### config.mk
export PLATFORM = sky130hd
export DESIGN_NAME = geomorph_grid_mesh_generator
export DESIGN_NICKNAME = d
export VERILOG_FILES = /design/src/rtl/ggm_pkg.sv /design/src/rtl/ggm_front.sv /design/src/rtl/ggm_back.sv /design/src/rtl/geomorph_grid_mesh_generator.sv
export VERILOG_INCLUDE_DIRS = /design/src /design/src/rtl
export SDC_FILE = /design/constraint.sdc
export NUM_CORES = 1
export LEC_CHECK = 0
export BUFFER_PORTS_ARGS = -buffer_cell sky130_fd_sc_hd__buf_4
export CAP_MARGIN = 20
export CORE_MARGIN = 3
export CORE_UTILIZATION = 60
export DETAILED_ROUTE_END_ITERATION = 10
export HOLD_SLACK_MARGIN = 0.08
export PLACE_DENSITY = 0.9
export SETUP_SLACK_MARGIN = 0.2
export SYNTH_ARGS = -nofsm -noshare
export SYNTH_HDL_FRONTEND = slang
export SYNTH_SLANG_ARGS = --single-unit
### constraint.sdc
create_clock -name clk -period 10.1 [get_ports clk]
set_input_delay 0.505 -clock clk [delete_from_list [all_inputs] [get_ports clk]]
set_output_delay 0.505 -clock clk [all_outputs]
set_load 0.1 [all_outputs]
### src/rtl/geomorph_grid_mesh_generator_defines.svh
// Assertion macros shared by the grid mesh generator RTL.
// Included by the files that carry concurrent assertions; depends on nothing.
`ifndef GEOMORPH_GRID_MESH_GENERATOR_DEFINES_SVH
`define GEOMORPH_GRID_MESH_GENERATOR_DEFINES_SVH

// Same-cycle implication, checked outside reset.
`define GGM_ASSERT_NOW(label, clk_s, rst_s, ante, cons, msg) \
  label: assert property (@(posedge clk_s) disable iff (rst_s) (ante) |-> (cons)) \
    else $error(msg);

// Next-cycle implication, checked outside reset.
`define GGM_ASSERT_NEXT(label, clk_s, rst_s, ante, cons, msg) \
  label: assert property (@(posedge clk_s) disable iff (rst_s) (ante) |=> (cons)) \
    else $error(msg);

`endif

### src/rtl/ggm_pkg.sv
// Types, constants and helper functions of the grid mesh generator.
// Used by every module of the block; depends on nothing.
package ggm_pkg;

  localparam int unsigned MAX_GRID_SIDE = 1023;

  localparam int unsigned SIDE_W  = 10;
  localparam int unsigned PIVOT_W = 11;
  localparam int unsigned POS_W   = 12;
  localparam int unsigned IDX_W   = 20;
  localparam int unsigned CFG_IDX_W  = 3;
  localparam int unsigned CFG_DATA_W = 11;

  localparam logic [CFG_IDX_W-1:0] REG_GRID_WIDTH     = 3'd0;
  localparam logic [CFG_IDX_W-1:0] REG_GRID_HEIGHT    = 3'd1;
  localparam logic [CFG_IDX_W-1:0] REG_PIVOT_X        = 3'd2;
  localparam logic [CFG_IDX_W-1:0] REG_PIVOT_Z        = 3'd3;
  localparam logic [CFG_IDX_W-1:0] REG_MORPH_ENABLE   = 3'd4;
  localparam logic [CFG_IDX_W-1:0] REG_MORPH_FLIP_X   = 3'd5;
  localparam logic [CFG_IDX_W-1:0] REG_MORPH_FLIP_Z   = 3'd6;
  localparam logic [CFG_IDX_W-1:0] REG_DIAGONAL_SHIFT = 3'd7;

  localparam logic [1:0] MORPH_NONE = 2'b00;
  localparam logic [1:0] MORPH_UP   = 2'b01;
  localparam logic [1:0] MORPH_DOWN = 2'b11;

  typedef struct packed {
    logic [SIDE_W-1:0]  grid_width;
    logic [SIDE_W-1:0]  grid_height;
    logic [PIVOT_W-1:0] pivot_x;
    logic [PIVOT_W-1:0] pivot_z;
    logic               morph_enable;
    logic               morph_flip_x;
    logic               morph_flip_z;
    logic               diagonal_shift;
  } cfg_t;

  typedef struct packed {
    logic [SIDE_W-1:0] column;
    logic [SIDE_W-1:0] row;
  } point_t;

  // Intermediate stage: everything but the final index adds.
  typedef struct packed {
    logic signed [POS_W-1:0] pos_x;
    logic signed [POS_W-1:0] pos_z;
    logic [1:0]              morph_dx;
    logic [1:0]              morph_dz;
    logic                    out_of_range;
    logic                    has_quad;
    logic                    diag_odd;
    logic [SIDE_W-1:0]       column;
    logic [SIDE_W-1:0]       width;
    logic [IDX_W-1:0]        row_base;
  } mid_t;

  typedef struct packed {
    logic signed [POS_W-1:0] pos_x;
    logic signed [POS_W-1:0] pos_z;
    logic [1:0]              morph_dx;
    logic [1:0]              morph_dz;
    logic                    has_quad;
    logic [IDX_W-1:0]        tri0_a;
    logic [IDX_W-1:0]        tri0_b;
    logic [IDX_W-1:0]        tri0_c;
    logic [IDX_W-1:0]        tri1_a;
    logic [IDX_W-1:0]        tri1_b;
    logic [IDX_W-1:0]        tri1_c;
    logic                    out_of_range;
  } res_t;

  function automatic logic [SIDE_W-1:0] clamp_side(logic [SIDE_W-1:0] v);
    if (32'(v) > MAX_GRID_SIDE) begin
      return SIDE_W'(MAX_GRID_SIDE);
    end
    return v;
  endfunction

  // An odd coordinate moves up when bit 1 differs from the flip flag.
  function automatic logic [1:0] morph_code(logic [SIDE_W-1:0] c, logic flip);
    if (!c[0]) begin
      return MORPH_NONE;
    end
    return (c[1] ^ flip) ? MORPH_UP : MORPH_DOWN;
  endfunction

endpackage

### src/rtl/ggm_front.sv
// First compute stage: range checks, positions, morph offsets and row base product.
// Depends on ggm_pkg.
module ggm_front (
  input  ggm_pkg::cfg_t   cfg,
  input  ggm_pkg::point_t pt,
  output ggm_pkg::mid_t   mid
);
  import ggm_pkg::*;

  logic [SIDE_W-1:0]   w;
  logic [SIDE_W-1:0]   h;
  logic                oor;
  logic [SIDE_W:0]     w_plus;
  logic [2*SIDE_W:0]   prod;

  assign w      = clamp_side(cfg.grid_width);
  assign h      = clamp_side(cfg.grid_height);
  assign oor    = (pt.column > w) || (pt.row > h);
  assign w_plus = {1'b0, w} + (SIDE_W+1)'(1);
  assign prod   = pt.row * w_plus;

  always_comb begin
    mid.out_of_range = oor;
    mid.has_quad     = !oor && (pt.column < w) && (pt.row < h);
    mid.diag_odd     = pt.row[0] ^ pt.column[0] ^ cfg.diagonal_shift;
    mid.column       = pt.column;
    mid.width        = w;
    mid.row_base     = prod[IDX_W-1:0];
    mid.pos_x        = '0;
    mid.pos_z        = '0;
    mid.morph_dx     = MORPH_NONE;
    mid.morph_dz     = MORPH_NONE;
    if (!oor) begin
      mid.pos_x = $signed({2'b00, pt.column} - {1'b0, cfg.pivot_x});
      mid.pos_z = $signed({2'b00, pt.row} - {1'b0, cfg.pivot_z});
      if (cfg.morph_enable) begin
        mid.morph_dx = morph_code(pt.column, cfg.morph_flip_x);
        mid.morph_dz = morph_code(pt.row, cfg.morph_flip_z);
      end
    end
  end

endmodule

### src/rtl/ggm_back.sv
// Second compute stage: corner indices of the quad and diagonal selection.
// Depends on ggm_pkg.
module ggm_back (
  input  ggm_pkg::mid_t mid,
  output ggm_pkg::res_t res
);
  import ggm_pkg::*;

  logic [IDX_W-1:0] k;
  logic [IDX_W-1:0] up;
  logic [IDX_W-1:0] upr;
  logic [IDX_W-1:0] rt;

  assign k   = mid.row_base + IDX_W'(mid.column);
  assign up  = k + IDX_W'(mid.width) + IDX_W'(1);
  assign upr = k + IDX_W'(mid.width) + IDX_W'(2);
  assign rt  = k + IDX_W'(1);

  always_comb begin
    res.pos_x        = mid.pos_x;
    res.pos_z        = mid.pos_z;
    res.morph_dx     = mid.morph_dx;
    res.morph_dz     = mid.morph_dz;
    res.has_quad     = mid.has_quad;
    res.out_of_range = mid.out_of_range;
    res.tri0_a = '0;
    res.tri0_b = '0;
    res.tri0_c = '0;
    res.tri1_a = '0;
    res.tri1_b = '0;
    res.tri1_c = '0;
    if (mid.has_quad) begin
      res.tri0_a = k;
      res.tri0_b = up;
      if (!mid.diag_odd) begin
        res.tri0_c = upr;
        res.tri1_a = k;
        res.tri1_b = upr;
        res.tri1_c = rt;
      end else begin
        res.tri0_c = rt;
        res.tri1_a = rt;
        res.tri1_b = up;
        res.tri1_c = upr;
      end
    end
  end

endmodule

### src/rtl/geomorph_grid_mesh_generator.sv
// Grid mesh point generator: one vertex and its quad per beat.
// Depends on ggm_pkg, ggm_front, ggm_back and the assertion macro header.
// An accepted input beat reaches the output beat through three registers:
// input register, a stage after the row * (width + 1) product, result register.
// Throughput is one beat per cycle; with the output held, the input stalls once all three hold a beat.
// Synchronous active-high reset empties the pipeline and restores register defaults.
module geomorph_grid_mesh_generator (
  input  logic         clk,
  input  logic         rst,
  input  logic         cfg_wen,
  input  logic [2:0]   cfg_index,
  input  logic [10:0]  cfg_data,
  input  logic         s_tvalid,
  output logic         s_tready,
  input  logic [23:0]  s_tdata,   // column[9:0], row[19:10], zero pad
  output logic         m_tvalid,
  input  logic         m_tready,
  output logic [151:0] m_tdata,   // pos_x, pos_z, morph_dx, morph_dz, tri0_a..c,
                                  // tri1_a..c, zero pad
  output logic [1:0]   m_tuser    // has_quad, out_of_range
);
  import ggm_pkg::*;
  `include "geomorph_grid_mesh_generator_defines.svh"

  cfg_t   cfg;
  point_t in_pt;
  logic   in_valid;
  mid_t   mid_next;
  mid_t   mid;
  logic   mid_valid;
  res_t   res_next;
  res_t   res;
  logic   res_valid;
  logic   adv_out;
  logic   adv_mid;

  always_ff @(posedge clk) begin
    if (rst) begin
      cfg.grid_width     <= SIDE_W'(1);
      cfg.grid_height    <= SIDE_W'(1);
      cfg.pivot_x        <= '0;
      cfg.pivot_z        <= '0;
      cfg.morph_enable   <= 1'b0;
      cfg.morph_flip_x   <= 1'b0;
      cfg.morph_flip_z   <= 1'b0;
      cfg.diagonal_shift <= 1'b0;
    end else if (cfg_wen) begin
      case (cfg_index)
        REG_GRID_WIDTH:     cfg.grid_width     <= cfg_data[SIDE_W-1:0];
        REG_GRID_HEIGHT:    cfg.grid_height    <= cfg_data[SIDE_W-1:0];
        REG_PIVOT_X:        cfg.pivot_x        <= cfg_data[PIVOT_W-1:0];
        REG_PIVOT_Z:        cfg.pivot_z        <= cfg_data[PIVOT_W-1:0];
        REG_MORPH_ENABLE:   cfg.morph_enable   <= cfg_data[0];
        REG_MORPH_FLIP_X:   cfg.morph_flip_x   <= cfg_data[0];
        REG_MORPH_FLIP_Z:   cfg.morph_flip_z   <= cfg_data[0];
        REG_DIAGONAL_SHIFT: cfg.diagonal_shift <= cfg_data[0];
        default: ;
      endcase
    end
  end

  // A stage moves on when the one after it is empty or moving.
  assign adv_out  = !res_valid || m_tready;
  assign adv_mid  = !mid_valid || adv_out;
  assign s_tready = !in_valid || adv_mid;

  always_ff @(posedge clk) begin
    if (rst) begin
      in_valid  <= 1'b0;
      mid_valid <= 1'b0;
      res_valid <= 1'b0;
    end else begin
      if (s_tready) begin
        in_valid <= s_tvalid;
      end
      if (adv_mid) begin
        mid_valid <= in_valid;
      end
      if (adv_out) begin
        res_valid <= mid_valid;
      end
    end
  end

  always_ff @(posedge clk) begin
    if (s_tready && s_tvalid) begin
      in_pt.column <= s_tdata[9:0];
      in_pt.row    <= s_tdata[19:10];
    end
    if (adv_mid && in_valid) begin
      mid <= mid_next;
    end
    if (adv_out && mid_valid) begin
      res <= res_next;
    end
  end

  ggm_front u_front (
    .cfg (cfg),
    .pt  (in_pt),
    .mid (mid_next)
  );

  ggm_back u_back (
    .mid (mid),
    .res (res_next)
  );

  assign m_tvalid = res_valid;
  assign m_tdata  = {4'b0000, res.tri1_c, res.tri1_b, res.tri1_a, res.tri0_c, res.tri0_b,
                     res.tri0_a, res.morph_dz, res.morph_dx, res.pos_z, res.pos_x};
  assign m_tuser  = {res.out_of_range, res.has_quad};

  `GGM_ASSERT_NOW(a_oor_clears_fields, clk, rst, m_tvalid && m_tuser[1],
    !m_tuser[0] && (m_tdata == '0), "out-of-range result carries nonzero fields")
  `GGM_ASSERT_NOW(a_no_quad_no_tris, clk, rst, m_tvalid && !m_tuser[0],
    m_tdata[147:28] == '0, "triangle indices present without a quad")
  `GGM_ASSERT_NOW(a_morph_code_legal, clk, rst, m_tvalid,
    (m_tdata[25:24] != 2'b10) && (m_tdata[27:26] != 2'b10), "illegal morph offset code")
  `GGM_ASSERT_NEXT(a_input_stage_holds, clk, rst, in_valid && !adv_mid,
    in_valid && $stable(in_pt), "stalled input stage lost or changed its point")

endmodule
* Word-level counts from Yosys, hierarchy flattened
Index checks and enable logic that the tools add are counted.
W data, S select, Z words.
** Word-level totals
- Register bits after elaboration :: 290
- Bits in latches :: 0
- RAM bits :: 0
- Memory bits (read-only) :: 0
- Input port bits :: 43
- Output and inout bits :: 156
- Logic and storage cells :: 96
- Memories kept :: 0
** Cells by class
- $add $sub $neg :: 8
- Multipliers :: 1
- Divide/modulo/power cells :: 0
- Magnitude comparators :: 4
- Eq/ne operators :: 7
- Shifts and indexed selects :: 0
- Muxes and demuxes :: 13
- Bitwise logic cells :: 5
- Reductions and logical operators :: 23
** Operators with widths (count)
- $mux W80 :: 1
- $add A20 B1 Y20 const B :: 2
- $add A20 B10 Y20 :: 2
- $sub A10 B11 Y12 :: 2
- $add A20 B2 Y20 const B :: 1
- $gt A10 B10 Y1 :: 2
- $lt A10 B10 Y1 :: 2
- $mul A10 B11 Y20 :: 1
- $reduce_and A2 Y1 :: 8
- $eq A3 B3 Y1 const B :: 4
- $mux W2 :: 6
- $add A10 B1 Y11 const B :: 1
- $eq A3 B2 Y1 const B :: 2
- $mux W1 :: 6
- $logic_and A1 B1 Y1 :: 5
- $logic_not A1 Y1 :: 4
- $logic_or A1 B1 Y1 :: 4
- $xor A1 B1 Y1 :: 4
- $eq A3 B1 Y1 const B :: 1
- $logic_not A3 Y1 :: 1
- $reduce_or A2 Y1 :: 1
- $not A1 Y1 :: 1

* Longest topological paths before layout
Gate-level depths: netlist of the first run.
- Word-level depth :: 5
- Mapped depth :: 24
- Mapped depth without buffers :: 24

* Modules after synthesis
From an unflattened synthesis of the first run, not the netlist that was laid out.
** Second synthesis, totals
- Cells, all modules :: 1804
- Area, all modules :: 19158.4 µm²
** By module, submodules not included
- geomorph_grid_mesh_generator :: instances 1, cells each 436, area each 9311.4 µm²
- ggm_front :: instances 1, cells each 688, area each 5476.5 µm²
- ggm_back :: instances 1, cells each 680, area each 4370.4 µm²

* Least setup slack after synthesis of the first run
Ideal clock, no wire load.
- Path kind :: register -> register
- From :: reg res_valid, in the netlist m_tvalid
- To :: reg res (netlist bit m_tdata[0]), enable pin
- Arrival time :: 7586 ps
- Data required time :: 9422 ps
- Path slack :: 1835 ps
- Stages on the path, launching flop included :: 3
- Clock period less this slack :: 8265 ps
- Cell sequence :: dfxtp_1 > nor2b_1 > nor2b_1
** Between the ends
- Longest elaborated chain between the ends :: 3
** Ends and longest elaborated chain
- start: declaration :: RTL line geomorph_grid_mesh_generator.sv:33 : logic res_valid;
- start signal: assignment :: RTL line geomorph_grid_mesh_generator.sv:80 : res_valid <= mid_valid;
- $logic_not A1 Y1 :: RTL line geomorph_grid_mesh_generator.sv:63 : assign adv_out = !res_valid || m_tready;
- $logic_or A1 B1 Y1 :: RTL line geomorph_grid_mesh_generator.sv:63
- $logic_and A1 B1 Y1 :: RTL line geomorph_grid_mesh_generator.sv:93 : if (adv_out && mid_valid) begin
- end signal: assignment :: RTL line geomorph_grid_mesh_generator.sv:94 : res <= res_next;
- end: declaration :: RTL line geomorph_grid_mesh_generator.sv:32 : res_t res;
No other way between the ends.
A chain may end at the register's enable or synchronous reset.

==> results of run 1 <==
## through the flow
| stage | area, sq um | std cells | setup WS (ns) |
|---|---|---|---|
| after floorplan | 18300 | 1745 | 1.84 |
| after global placement | 20000 | 2266 | 3.31 |
| after detailed placement | 20000 | 2266 | 3.01 |
| after CTS | 21000 | 2321 | 2.98 |
| after global routing | 21000 | 2322 | 2.52 |
| final | 21000 | 2322 | 2.91 |
## sequential cells by signal (all words and copies together), names as in the netlist
register	flops
m_tuser	2
m_tvalid	1
cfg	46
in_valid	1
m_tdata	148
in_pt	20
mid	71
mid_valid	1
## kinds of logic after synthesis
family | count (synthesis) | synth area share (%)
AO/OA/AOI/OAI | 256 | 9.56
XOR/XNOR | 145 | 7.16
adder cells (fa/ha/maj) | 190 | 16.0
buffers and inverters | 211 | 4.59
flip-flops | 290 | 45.0
multiplexers | 15 | 0.822
other | 1 | 0.0205
AND/OR/NAND/NOR | 634 | 16.8
## power by group through the flow
stage               combinational (mW)  sequential [mW]  clock (mW)
floorplan                        0.627             1.57           0
global placement                 0.939             1.43           0
detailed placement               0.980             1.43           0
CTS                              0.996             1.41        1.14
global route                      1.09             1.41        1.19
finish                            1.01             1.41        1.13
## layer usage
| metal | GRT usage (%) | vias up |
|---|---|---|
| li1 | - | 6297 |
| met1 | 33.0 | 6684 |
| met2 | 45.6 | 701 |
| met3 | 4.06 | 156 |
| met4 | 10.5 | 0 |
| met5 | 0 | - |
## synth_stat cells, drive strengths merged, types with 40 or more instances
cell    count  share of area (%)
xor2       47                2.3
fa         73                8.0
ha        117                8.0
nand3      40                1.1
a21oi      97                2.7
nand2     220                4.5
nor2      150                3.1
edfxtp    241                 40
inv       141                2.9
xnor2      98                4.9
clkbuf     51                1.0
dfxtp      49                5.4
and2       72                2.5
## area by class of cell
class / count / area [sq um]
Multi-Input combinational cell: 1244 / 9240
Antenna cell: 1 / 2.50
Tap cell: 390 / 488
Timing Repair Buffer: 201 / 1510
Fill cell: 1973 / 8760
Inverter: 141 / 529
Clock buffer: 39 / 893
Sequential cell: 290 / 8220
Clock inverter: 16 / 149
## critical path, stage by stage (launching register included)
cell	delay [ns]
dfxtp_1	0.74
nand2_1	0.12
nor2_1	0.26
nand3_1	0.14
xnor2_1	0.84
nand2_1	0.16
fa_1	0.52
inv_1	0.05
fa_1	0.50
inv_1	0.06
fa_1	0.48
inv_1	0.06
fa_1	0.53
inv_1	0.05
fa_1	0.52
inv_1	0.04
ha_1	0.34
a21oi_1	0.14
o21ai_0	0.18
a41oi_1	0.32
a21boi_0	0.18
nand2b_1	0.11
nand3_1	0.11
o41a_1	0.34
xnor2_1	0.13
## final timing paths
path,start,end,slack (ns),cells past startpoint
max reg2reg,cfg[36]$_SDFFE_PP1P_,mid[19]$_DFFE_PP_,2.91,24
min,s_tdata[4],in_pt[14]$_DFFE_PP_,0.11,1
max,cfg[36]$_SDFFE_PP1P_,mid[19]$_DFFE_PP_,2.91,24
min reg2reg,mid[56]$_SDFFCE_PP0P_,m_tdata[21]$_DFFE_PP_,0.42,0
==> flow_summary.json, run 1 <==
{
  "status": "finished clean",
  "grt_pass1_wl_um": 70400,
  "antenna_found_initial": 1,
  "die_w_um": 180,
  "final_hold_viol_count": 0,
  "dr_wl_met3_um": 3270,
  "layout-drive-gt1-share_pct": 15.7,
  "synth-seq-cells": 290,
  "drv_cap": 0,
  "cts_tree": "built",
  "whs_ns": 0.105,
  "die_area_sq_um": 32600,
  "initial_core_util_pct": 61.3,
  "cp_data_arrival_time_ns": 7.50,
  "ys_seq_area_share_pct": 45.0,
  "cts.path.max_buffers": 3,
  "dr.pass1.iters": 6,
  "power_mw": 3.55,
  "finalNetCount": 2141,
  "fin_crit_sh_pct": 71.2,
  "ios": 199,
  "dp_hpwl_um": 30700,
  "internal_power_mw": 2.34,
  "via_per_inst": 5.96,
  "hold_class": "primary input to flop",
  "area_growth_pct": 15.2,
  "cp-start-kind": "flop",
  "clk_pin_slew_ns": 0.07,
  "max-slew-margin-rel_pct": 27.3,
  "tns_ns": 0,
  "routed_wirelength_um": 43700,
  "required_ns": 10.41,
  "rows": 63,
  "mostFrequentLayoutCell": "edfxtp_1",
  "clk_latency_ns": 0.58,
  "drc": 0,
  "rsz0062_at_grt": "false",
  "cts-resized-gates": 0,
  "final_cell_mix": "241 x edfxtp_1, 220 x nand2_1, 201 x buf_4, 150 x nor2_1, 140 x inv_1",
  "end_kind": "flop",
  "drtIter0Drc": 1487,
  "grt_max_degree": 94,
  "final.setup_skew_ns": 0.0365,
  "syn_area_per_cell_sq_um": 10.5,
  "power_frac_comb_pct": 28.4,
  "p_switching_mw": 1.21,
  "netlist_instances": 1742,
  "gp_congestion": 0.911,
  "yosysWarnings": 0,
  "ant_nets": 0,
  "htree_num_levels": 1,
  "switching_share_pct": 34.0,
  "synth_area_sq_um": 18300,
  "p_seq_share_pct": 39.6,
  "synth-main-ff-cell": "edfxtp_1",
  "wl_per_cell_um": 18.8,
  "leakagePower_nw": 8.65,
  "clkPwrFrac_pct": 31.9,
  "cts_inserted_buffers": 30,
  "fin_util_pct": 70.6,
  "routed.top_layer": "met4",
  "worst-path-max-fanout": 16,
  "wl_met1_um": 16700,
  "vdd_drop_max_v": 0.000136,
  "core_sq_um": 29800,
  "postCtsSetupBuffers": 0,
  "maxSlewViolCount": 0,
  "grt-ovfl-total": 0,
  "cts_sinks": 290,
  "postCtsHoldBufs": 0,
  "dr_wl_met2_um": 21900,
  "grt_pass1_vias": 13900,
  "fmax_mhz": 139,
  "vias": 13800,
  "powerDensity_nw_per_um2": 169,
  "grt_usage_pct": 26.2,
  "root_buffer": "clkbuf_16",
  "setup_viol": 0,
  "synthArstFlopShare_pct": 0,
  "tightest_slew_ns": 1.08,
  "synth_edf_count": 241,
  "worstSetupPathType": "flop to flop",
  "min_period_ns": 7.19,
  "port_buffers": 190,
  "die_y_um": 180,
  "ys_types": 75
}
Power figures use the tool's default switching activity.
==> run 2: changes to the inputs <==
CORE_UTILIZATION = 54   (was 60)
PLACE_DENSITY = 0.86   (was 0.9)
clock period = 6.4 ns   (was 10.1 ns; I/O delays follow)
==> flow_summary.json, run 2 (synthesis results as in run 1) <==
{
  "status": "finished clean",
  "dr.pass1.iters": 7,
  "htree_num_levels": 1,
  "dp_hpwl_um": 31400,
  "initial_core_util_pct": 55.4,
  "rsz0062_at_grt": "false",
  "final_cell_mix": "241 x edfxtp_1, 221 x buf_4, 220 x nand2_1, 148 x nor2_1, 140 x inv_1",
  "root_buffer": "clkbuf_16",
  "clk_pin_slew_ns": 0.06,
  "largest_register_ffs": 148,
  "cts_sinks": 290,
  "mostFrequentLayoutCell": "edfxtp_1",
  "cp-start-kind": "flop",
  "final_hold_viol_count": 0,
  "hold_class": "primary input to flop",
  "cts_inserted_buffers": 30,
  "gp_congestion": 0.880,
  "cts.path.max_buffers": 3,
  "fmax_mhz": 169,
  "place_inst": 2335,
  "instances_no_fill": 2426,
  "tightest_slew_ns": 1.04,
  "worstSetupPathType": "flop to flop",
  "final.setup_skew_ns": 0.0296,
  "leakagePower_nw": 8.90,
  "drv_cap": 0,
  "tns_ns": 0,
  "seqCellArea_sq_um": 8230,
  "finalNetCount": 2193,
  "end_kind": "flop",
  "die_area_sq_um": 36100,
  "fin_util_pct": 65.7,
  "cp_data_arrival_time_ns": 6.20,
  "required_ns": 6.70,
  "multi_input_comb_area_sq_um": 9320,
  "vias": 13800,
  "core_sq_um": 32900,
  "maxSlewViolCount": 0,
  "port_buffers": 190,
  "antenna_found_initial": 0,
  "grt-ovfl-total": 0,
  "layout-drive-gt1-share_pct": 16.8,
  "die_y_um": 190,
  "setup_viol": 0,
  "fin_crit_sh_pct": 92.2,
  "grt_pass1_wl_um": 71300,
  "via_per_inst": 5.69,
  "routed_wirelength_um": 44400,
  "antenna_cells": 0,
  "drc": 0,
  "grt_pass1_vias": 14100,
  "drtIter0Drc": 1310,
  "wl_per_cell_um": 18.3,
  "clk_latency_ns": 0.58,
  "powerDensity_nw_per_um2": 261,
  "rows": 66,
  "ant_nets": 0,
  "vdd_drop_max_v": 0.000266,
  "ios": 199,
  "grt_usage_pct": 24.3,
  "fillers": 2357,
  "grt_max_degree": 84,
  "die_w_um": 190,
  "cts_tree": "built",
  "area_growth_pct": 18.6,
  "min_period_ns": 5.90,
  "max-slew-margin-rel_pct": 31.0,
  "worst-path-max-fanout": 9
}
[run 2: final cells by class]
cell class | instances | share of cell area (%)
well taps | 442 | 2.55
multi-input cells | 1244 | 43.0
clock buffers | 34 | 3.54
flip-flops and latches | 290 | 38.0
repair buffers | 253 | 9.14
inverters | 141 | 2.44
clock inverters | 22 | 1.28
[run 2: path summary, 6_finish.rpt]
kind                                       startpoint                   end  slack (ns)  depth (start not counted)
worst max-delay path             cfg[38]$_SDFFE_PP0P_     mid[18]$_DFFE_PP_        0.50                         24
worst min-delay path                     cfg_index[2]   cfg[3]$_SDFFE_PP0P_        0.16                          4
worst max register to register   cfg[38]$_SDFFE_PP0P_     mid[18]$_DFFE_PP_        0.50                         24
worst min register to register  mid[61]$_SDFFCE_PP0P_  m_tdata[2]$_DFFE_PP_        0.42                          0
[run 2: where the power goes]
group,internal (mW),switching (mW),total (mW)
combinational,0.530,1.09,1.62
clock,1.07,0.753,1.82
sequential,2.15,0.0621,2.22
total,3.76,1.90,5.66
[run 2: critical path, stage by stage (launching register included)]
cell and delay (ns):
dfxtp_4 0.42, nand3_1 0.17, nor2_2 0.19, xnor2_1 0.16
buf_4 0.21, nand2_1 0.08, fa_1 0.50, inv_1 0.05
fa_1 0.45, ha_1 0.32, fa_1 0.54, inv_1 0.06
fa_1 0.52, inv_1 0.04, ha_1 0.33, inv_1 0.07
o21bai_1 0.07, a21oi_1 0.24, nor2b_1 0.08, o21a_1 0.19
o31a_1 0.29, o21ai_1 0.23, o2111ai_1 0.14, a21oi_1 0.19
xnor2_1 0.10
[run 2: what timing repair did]
action | CTS | global route
resized for setup | 2 | 19
endpoints found under the hold margin | 66 | 0
pin swaps | 0 | 1
endpoints found under the setup margin | 2 | 6
hold buffers | 32 | 0
setup buffers | 0 | 3
gates cloned | 0 | 0
[run 2: through the flow]
step | area [sq um] | power [mW] | setup WS [ns] | hold slack (ns)
global placement | 20200 | 3.76 | 0.328 | 0.404
CTS | 21600 | 5.65 | 0.242 | 0.134
global route | 21600 | 5.89 | 0.188 | 0.180
detailed placement | 20200 | 3.82 | 0.144 | 0.405
finish | 21600 | 5.66 | 0.497 | 0.162
floorplan | 18300 | 3.47 | 0.548 | 0.400
[run 2: metal layers]
layer	GRT usage, %	vias to the layer above	routed length, um
met5	0	-	0
met4	8.42	0	1620
met3	2.76	128	3010
met2	43.1	631	22200
met1	31.1	6636	17500
li1	-	6412	-
